## config.mk

```make
export PLATFORM = sky130hd
export DESIGN_NAME = lcs_cell
export DESIGN_NICKNAME = d
export VERILOG_FILES = /design/src/lcs_pkg.sv /design/src/lcs_cell.sv
export SDC_FILE = /design/constraint.sdc
export NUM_CORES = 1
export LEC_CHECK = 0
export BUFFER_PORTS_ARGS = -buffer_cell sky130_fd_sc_hd__buf_2
export CAP_MARGIN = 30
export CORE_MARGIN = 1.5
export CORE_UTILIZATION = 35
export DETAILED_ROUTE_END_ITERATION = 8
export MAX_ROUTING_LAYER = met4
export PLACE_DENSITY = 0.78
export SLEW_MARGIN = 20
export SYNTH_ARGS = -nofsm -noshare
export SYNTH_HDL_FRONTEND = slang
export SYNTH_SLANG_ARGS = --single-unit
```

## constraint.sdc

```tcl
create_clock -name vclk -period 2.4
set_input_delay 0.24 -clock vclk [all_inputs]
set_output_delay 0.24 -clock vclk [all_outputs]
set_load 0.02 [all_outputs]
```

## src/lcs_pkg.sv

```systemverilog
// shared types and codes for the lcs traceback unit
package lcs_pkg;

    typedef logic [1:0] mode_t;

    localparam mode_t MODE_APPEND_A = 2'd0;
    localparam mode_t MODE_APPEND_B = 2'd1;
    localparam mode_t MODE_COMPUTE  = 2'd2;

    typedef struct packed
    {
        mode_t      mode;
        logic [7:0] symbol;
    } lcs_item_t;

    typedef struct packed
    {
        logic [7:0] out_symbol;
        logic [5:0] lcs_length;
        logic       is_last;
        logic       is_empty;
        logic       overflow;
    } lcs_result_t;

    typedef struct packed
    {
        logic match;
        logic take_up;
    } lcs_cell_flags_t;

endpackage

```

## src/lcs_cell.sv

```systemverilog
// lcs recurrence cell: match test, tie rule and new table value
module lcs_cell #(
    parameter int W = 6
) (
    input  logic [7:0]              a_sym,
    input  logic [7:0]              b_sym,
    input  logic [W-1:0]            up,
    input  logic [W-1:0]            left,
    input  logic [W-1:0]            diag,
    output lcs_pkg::lcs_cell_flags_t flags,
    output logic [W-1:0]            value
);
    import lcs_pkg::*;

    always_comb
    begin
        flags.match   = (a_sym == b_sym);
        // upper cell wins ties
        flags.take_up = (up >= left);
        if (flags.match)
        begin
            value = diag + W'(1);
        end
        else if (flags.take_up)
        begin
            value = up;
        end
        else
        begin
            value = left;
        end
    end
endmodule

```

# After elaboration in Yosys (flattened, before gate mapping)
# Cells that the tools add are included.
[totals]
reg_bits = 0
elab_cells = 5
inputBits = 34
output_inout_bits = 8
[classes]
magnitude_cmp = 1
n_addsub = 1
eq_ne = 1
n_mux = 2
[ops]
columns = ["operator", "n"]
rows = [
  ["$mux 6", 2],
  ["$eq 8x8->1", 1],
  ["$add 6x1->6 const B", 1],
  ["$ge 6x6->1", 1],
]

# Logic depth before layout (Yosys ltp)
# Gate-level depths: netlist of run 1.
[logic_depth]
word_depth = 3
depth_mapped = 7
ltp_nobuf = 7

# Least setup slack after synthesis of run 1
# OpenSTA, ideal clock, no wires.
[synth_timing]
path_type = "input -> output"
startpoint = "in up[0]"
endpoint = "out value[1]"
required_ns = 2.160
setup_slack_ns = 0.430
cell_stages = 7
n_path_buf = 0
arrival_time_ns = 1.730
cell_sequence = "inv_1 ha_1 nand2b_4 a21oi_4 o221ai_4 mux2_4 mux2_2"
[synth_rtl]
columns = ["item", "line_no", "source"]
rows = [
  ["from (decl)", "lcs_cell.sv:7", "input logic [W-1:0] up,"],
  ["to (decl)", "lcs_cell.sv:11", "output logic [W-1:0] value"],
]

# Worst setup path after layout of run 1
[layout_timing]
startpoint = "in up[0]"
endpoint = "out value[1]"
[layout_via]
elab_chain_len = 3
[layout_lines]
columns = ["item", "line_no", "source"]
rows = [
  ["$ge 6x6->1", "lcs_cell.sv:19", "flags.take_up = (up >= left);"],
  ["$mux 6", "lcs_cell.sv:24", "else if (flags.take_up)"],
  ["$mux 6", "lcs_cell.sv:20", "if (flags.match)"],
]
# No other way between the ends.

==> results of run 1 <==
==> where the power goes <==
part | internal, W | total, W | switching [W]
clock network | 0 | 0 | 0
logic | 0.0000783 | 0.000155 | 0.0000766
registers | 0 | 0 | 0
==> final cells by class <==
cell class / instances / area, um^2
fill: 110 / 474
inverter: 6 / 22.5
multi-input combinational: 45 / 439
tap: 14 / 17.5
timing repair buffer: 43 / 218
==> routing by layer <==
layer	GRT usage, %	routed length [um]
met1	16.6	397
met2	26.3	471
met3	0	140
met4	0	0
met5	-	0
==> cell families (layout without fill, tap and decap cells) <==
kind of cell,after synthesis,in the layout
AOI/OAI and AO/OA,4,4
xor gates and xnor gates,12,12
adders and majority gates,7,7
buffers and inverters,6,49
muxes,12,12
and+or+nand+nor,10,10
==> cells in the final DEF (no fill, tap or decap) <==
cell | Yosys | routed
nor2_1 | 1 | 1
a21oi_4 | 1 | 1
a21oi_2 | 2 | 2
mux2i_1 | 10 | 10
o221ai_4 | 1 | 1
buf_2 | 0 | 42
nand4_1 | 3 | 3
xnor2_1 | 10 | 10
nand2b_4 | 1 | 1
nor2_2 | 1 | 1
nand3_1 | 2 | 2
xor2_1 | 2 | 2
nand2_1 | 2 | 2
buf_4 | 0 | 1
inv_1 | 6 | 6
ha_1 | 7 | 7
mux2_4 | 1 | 1
mux2_2 | 1 | 1
==> worst max-delay path by stage <==
stage               startpoint        to
floorplan                up[0]  value[1]
global placement         up[0]  value[1]
detailed placement       up[0]  value[1]
CTS                      up[0]  value[1]
global route           left[5]  value[4]
finish                   up[0]  value[1]
==> metrics by stage <==
step	util [%]	cell area [um^2]	power [W]
2_1_floorplan	-	462	0.0000971
3_3_place_gp	59.5	697	0.000154
3_5_place_dp	59.5	697	0.000156
4_1_cts	59.5	697	0.000157
5_1_grt	59.5	697	0.000171
6_report	59.5	697	0.000155
==> run metrics, run 1 <==
outcome=finished, final reports clean; Port Buf Inserts=42; crit-path max FO=2; Post-Synth Adder-Cell Area=19.0%; final setup margin=0.378 ns; maxcap violations=0; critical path class=primary input to primary output; Post-Synthesis Cells=51; Peak VDD IR=between 0.1 and 0.15 mV; core footprint=1170 um^2; first-pass GRT wire length=1.48 mm; hold-critical path depth=3; initial antenna violation count=0; die footprint=1550 um^2; Rel. slew slack=75.0%; crit path DAT=1.78 ns; ratio of cells with drive above 1 in the final layout=between 50 and 60%; top cells by area, synth=mux2i_1 (22%), ha_1 (19%), xnor2_1 (19%), o221ai_4 (5.7%), inv_1 (4.9%); num sequential=0; vias=about 510; Worst setup EP type=primary output; DRC=0; share of Yosys cell area claimed by the top area cell type=between 20% and 30%; DR WL/cell=9.34 um; RSZ-0062 raised after global routing=no; Antenna Cells=0; Synth area leader=mux2i_1; # hold bufs at CTS=0; leakage=0.358 nW; row count=12; Resized cells post-CTS=0; IO Count=42; fin crit share=84.3%; worst-margin pin slew=0.375 ns; Final Non-Filler Cells=108; fin. max-slew vios=0; delay-heaviest family, CP=multiplexers; CP max-delay cell=mux2_4; WP buf/inv=3; pre-CTS WS=0.367 ns; endpoints failing hold=0; library cells used by synthesis=16; Setup crit start kind=primary input; Post-Route WL=a little over 1 mm; FMAX=495 MHz; WP depth=9; clock buffer count=0; Starting Density=approximately two fifths; die height=about 39 um; Final TNS setup=0 ns; Hold Startpoint=diag[0]; vias in the first global route=411; WHS=0.805 ns; largest family of logic cells by synthesized area=multiplexers; Synth warnings=0; setup violators final=0; mean post-synth cell area=9.05 um^2; XOR/XNOR Fraction of Synth Area=22.8%; Die Wd=39.3 um; GP Congestion=approximately 0.71; Area Overhead vs Synth=50.9%; largest net degree at the start of global routing=8; min-delay worst type=primary input to primary output; initial drt markers=4; Most common cell on crit path=buf_2; Compound-Gate Fraction of Synth Area=13.0%; final HPWL from detailed placement=approximately 920 um; detailed-route vias per instance=4.76; gr ovfl total=0; pwr dens=222 nW/um^2; FF/Latch Area=0 um^2; Post-Syn Area=462 um^2; mux contribution to synthesized area=27.4%; DR pass1 iterations=4; total track usage=13.5%; final period demand of the worst path=2.02 ns; Synth Area in Simple Gates=13.0%; Cells after DPL=~110; Hold Path End=value[0]; Post-Syn Nets=92; postcts setup bufs=0; commonest cells in the netlist=mux2i_1 (10), xnor2_1 (10), ha_1 (7); NumNets Final=~140; Data required, critical path=2.16 ns; worst-path cell chain=buf_2, inv_1, ha_1, nand2b_4, a21oi_4, o221ai_4, mux2_4, mux2_2, buf_2; Final ANT Viol Nets=0; sequential cell area fraction in the yosys report=0%; largest stage delay on the critical path=0.30 ns
No activity file was read; power rests on OpenSTA's default activity.
==> inputs of run 2 (changes only) <==
clock period = 1.9 ns   (was 2.4 ns; I/O delays follow)
==> run 2 against run 1 <==
  * Worst hold slack worse by 0.10 ns
  * Global-route usage up 3.9 points
  * Design area grew 22%
  * Core utilization up 13 points
  * Critical endpoint unchanged
  * Via count is 5.8% higher
==> run metrics, run 2 (synthesis results as in run 1) <==
Die Wd=39.3 um (unchanged); crit path DAT=1.67 ns (-0.11 ns); Post-Route WL=1.31 mm (+29%); ratio of cells with drive above 1 in the final layout=65.6% (+11 points); FMAX=538 MHz; Starting Density=39.4% (unchanged); initial drt markers=2 (-2); NumNets Final=139 (+1.5%); gr ovfl total=0 (unchanged); largest net degree at the start of global routing=7 (-1); fin crit share=97.8%; outcome=finished, final reports clean; min-delay worst type=primary input to primary output; RSZ-0062 raised after global routing=yes; Cells after DPL=109 (+0.93%); leakage=0.388 nW (+8.6%); maxcap violations=0 (unchanged); pwr dens=282 nW/um^2 (+27%); clock buffer count=0 (unchanged); total track usage=17.4% (+3.9 points); Setup crit start kind=primary input; DR pass1 iterations=2 (-2); crit-path max FO=2 (unchanged); row count=12 (unchanged); Worst setup EP type=primary output; Fillers=98 (-11%); GP Congestion=0.712 (unchanged); Port Buf Inserts=42 (unchanged); Data required, critical path=1.71 ns (-0.45 ns); largest stage delay on the critical path=0.32 ns (+0.02 ns); first-pass GRT wire length=1.87 mm (+26%); Most common cell on crit path=mux2_4; endpoints failing hold=0 (unchanged); vias=544 (+5.8%); setup violators final=0 (unchanged); Pwr Total=0.000239 W (+54%); Peak VDD IR=0.170 mV (+50%); initial antenna violation count=0 (unchanged); Area Overhead vs Synth=83.5%; vias in the first global route=478 (+16%); worst-margin pin slew=0.201 ns (-0.174 ns); fin. max-slew vios=0 (unchanged); critical path class=primary input to primary output; Final Non-Filler Cells=110 (+1.9%); commonest non-fill, non-tap cell in the layout=buf_2; final setup margin=0.0415 ns (-0.336 ns); IO Count=42 (unchanged); CP max-delay cell=mux2_4; worst-path cell chain=buf_4, ha_4, nand4_1, o221ai_4, mux2_4, mux2_4, buf_6; detailed-route vias per instance=4.95 (+3.9%); die footprint=1550 um^2 (unchanged); die height=39.3 um (unchanged); DRC=0 (unchanged); final period demand of the worst path=1.86 ns; final HPWL from detailed placement=1.00 mm (+8.5%); num sequential=0 (unchanged); pre-CTS WS=-0.0430 ns (-0.410 ns); FF/Latch Area=0 um^2 (unchanged); DR WL/cell=11.9 um (+27%); Antenna Cells=0 (unchanged); Rel. slew slack=86.6% (+12 points); core footprint=1170 um^2 (unchanged); most frequent cells in the layout=buf_2 (32), xnor2_1 (10), mux2i_1 (10); Final ANT Viol Nets=0 (unchanged)
## run 2: cell count changes in the layout (fill, tap and decap cells not counted)
cell,delta
ha_4,+5
mux2_2,-1
inv_1,-5
buf_8,+1
inv_4,+1
buf_6,+9
ha_1,-5
mux2_4,+1
buf_2,-10
buf_4,+2
inv_2,+4
## run 2: path summary, 6_finish.rpt
kind              startpoint        to  slack, ns  depth (start not counted)
setup / recovery       up[2]  value[1]       0.04                          7
hold / removal       diag[0]  value[0]       0.71                          3
## run 2: critical path: cells and delay by family
family / cells / cell delay (ns)
buffers and inverters: 2 / 0.25
AND/OR/NAND/NOR: 1 / 0.15
adder cells (fa/ha/maj): 1 / 0.25
multiplexers: 2 / 0.59
AO/OA/AOI/OAI: 1 / 0.24
## run 2: area by class of cell
cell class | instances | area (um^2) | area share [%]
multi-input cells | 45 | 505 | 59.7
repair buffers | 45 | 299 | 35.3
inverters | 6 | 25.0 | 2.95
well taps | 14 | 17.5 | 2.07
## run 2: per-stage QoR
step / hold slack (ns) / setup TNS [ns] / utilization (%) / cell area (um^2)
4_1_cts: 0.711 / 0 / 64.7 / 758
5_1_grt: 0.723 / -0.00218 / 72.3 / 847
3_3_place_gp: 0.698 / -0.0129 / 60.1 / 704
3_5_place_dp: 0.708 / -0.0430 / 60.1 / 704
2_1_floorplan: 0.527 / 0 / - / 462
6_report: 0.706 / 0 / 72.3 / 847
## run 2: layer usage
layer / track usage (%) / part of all wire (%) / vias to the layer above
met1: 18.6 / 38 / 235
met2: 35.4 / 51 / 35
met3: 1.14 / 10 / 2
li1: - / - / 272
met5: - / 0 / -
met4: 1.72 / 0.54 / 0
## run 2: timing repair
item	4_1_cts	5_1_grt
endpoints found under the setup margin	1	6
gates resized for setup	10	17
buffers inserted	0	1
hold buffers	0	0
pin swaps	4	8
## run 2: power breakdown
group          internal [W]  switching (W)
logic              0.000129       0.000110
clock network             0              0
registers                 0              0
total              0.000129       0.000110
==> inputs of run 3 (changes only) <==
CAP_MARGIN = default   (was 30)
CORE_MARGIN = 5   (was 1.5)
==> run 3 against run 2 <==
  * Via count up 1.8%
  * Setup slack worse by 0.013 ns
  * Final cell count unchanged
  * Total power down 7.6%
  * Largest cell class unchanged
  * Count of clock-buffer cells in the layout unchanged
  * Non-clock buffer count down 1
  * Sequential share of layout area unchanged
  * Combinational power down 8%
  * Wire length up 7.3%
  * Core utilization down 11 points
  * Global-route usage down 5.2 points
  * Critical path depth up 1
==> run metrics, run 3 (synthesis results as in run 1) <==
outcome=finished, final reports clean; die footprint=2150 um^2 (+39%); Antenna Cells=0 (unchanged); # hold bufs at CTS=0 (unchanged); pwr dens=283 nW/um^2 (+0.26%); WHS=0.699 ns (-0.00681 ns); Final Non-Filler Cells=110 (unchanged); largest net degree at the start of global routing=7 (unchanged); Worst setup EP type=primary output; end of the critical path=value[1]; commonest non-fill, non-tap cell in the layout=buf_2; most frequent cells in the layout=buf_2 (39), xnor2_1 (10), mux2i_1 (10); min-delay worst type=primary input to primary output; sequential share of power=0% (unchanged); fin crit share=98.5% (+0.69 points); gr ovfl total=0 (unchanged); Final ANT Viol Nets=0 (unchanged); leakage=0.369 nW (-5.1%); total track usage=12.2% (-5.2 points); GP Congestion=0.718 (+0.89%); row count=13 (+1); final period demand of the worst path=1.87 ns (+0.0131 ns); Setup crit start kind=primary input; switching pwr=0.000106 W (-2.8%); Fillers=111 (+13%); setup violators final=0 (unchanged); first-pass GRT wire length=1.92 mm (+2.6%); die height=46.3 um (+18%); RSZ-0062 raised after global routing=yes; FF/Latch Area=0 um^2 (unchanged); Worst Setup SP=left[0]; Die Wd=46.3 um (+18%); initial antenna violation count=0 (unchanged); endpoints failing hold=0 (unchanged); initial drt markers=1 (-1); Port Buf Inserts=42 (unchanged); critical path class=primary input to primary output; vias=554 (+1.8%); Data required, critical path=1.71 ns (about the same); Pint=0.000114 W (-12%); ratio of cells with drive above 1 in the final layout=63.2% (-2.5 points); DR WL/cell=12.7 um (+7.3%); vias in the first global route=537 (+12%); Peak VDD IR=0.155 mV (-9.3%); maxcap violations=0 (unchanged); worst-margin pin slew=0.235 ns (+0.0341 ns); crit-path max FO=2 (unchanged); Starting Density=36.4% (-3.0 points); Post-Route WL=1.40 mm (+7.3%); DR pass1 iterations=2 (unchanged); core footprint=1270 um^2 (+8.3%); final HPWL from detailed placement=1.18 mm (+17%); num sequential=0 (unchanged); Comb pwr share=100.0% (about the same); Clk pwr share=0% (unchanged); Switching Share=48.2% (+2.4 points); fin. max-slew vios=0 (unchanged); Cells after DPL=110 (+0.92%); FMAX=534 MHz (-0.70%); NumNets Final=138 (-0.72%); Area Overhead vs Synth=69.1%; Rel. slew slack=84.3% (-2.3 points); DRC=0 (unchanged); clock buffer count=0 (unchanged); IO Count=42 (unchanged); detailed-route vias per instance=5.04 (+1.8%); crit path DAT=1.68 ns (about the same)
==> run 3: cell types whose count changed in the layout (fill, tap and decap cells not counted), sizes merged <==
cell and delta:
buf -1
==> run 3: layout make-up <==
cell class / instances / area (um^2) / area share (%)
well taps: 15 / 18.8 / 2.40
repair buffers: 44 / 244 / 31.2
multi-input cells: 45 / 493 / 63.1
inverters: 6 / 25.0 / 3.21
==> run 3: power groups by stage <==
stage               logic, W  clock network (W)  registers (W)
floorplan           0.000123                  0              0
global placement    0.000195                  0              0
detailed placement  0.000199                  0              0
CTS                 0.000215                  0              0
global route        0.000240                  0              0
finish              0.000221                  0              0
==> run 3: what timing repair did <==
action,4_1_cts,5_1_grt
gates resized for setup,9,5
hold endpoints to repair,0,0
setup buffers,0,0
pin swaps,5,4
endpoints found under the setup margin,1,5
==> run 3: worst min path at each step <==
stage | cells past startpoint | slack (ns) | start | to
final | 3 | 0.70 | diag[0] | value[0]
after global routing | 3 | 0.72 | diag[0] | value[0]
after CTS | 3 | 0.70 | diag[0] | value[0]
after detailed placement | 3 | 0.70 | diag[0] | value[0]
after global placement | 3 | 0.69 | diag[0] | value[0]
after floorplan | 1 | 0.53 | diag[0] | value[0]
==> run 3: layer usage <==
metal  GRT usage, %  vias to the layer above  wire [um]
met5              -                        -          0
met4              0                        0         53
met3           1.17                        4        160
met2           25.3                       29        695
met1           12.7                      253        492
li1               -                      268          -
==> run 3: metrics by stage <==
step / utilization (%) / instance area (um^2) / power, W / worst slack [ns] / setup TNS [ns]
after floorplan: - / 462 / 0.000123 / 0.0301 / 0
after global routing: 61.5 / 781 / 0.000240 / -0.00957 / -0.00957
after detailed placement: 55.6 / 706 / 0.000199 / -0.0433 / -0.0433
after global placement: 55.6 / 706 / 0.000195 / -0.0133 / -0.0133
final: 61.5 / 781 / 0.000221 / 0.0284 / 0
after CTS: 59.4 / 753 / 0.000215 / 0.000375 / 0
==> run 3: worst max-delay path: stages <==
cell and delay [ns]:
buf_2 0.12, ha_4 0.25, nand2b_4 0.11, a21oi_4 0.06
o221ai_4 0.21, mux2_4 0.32, mux2_4 0.28, buf_6 0.13
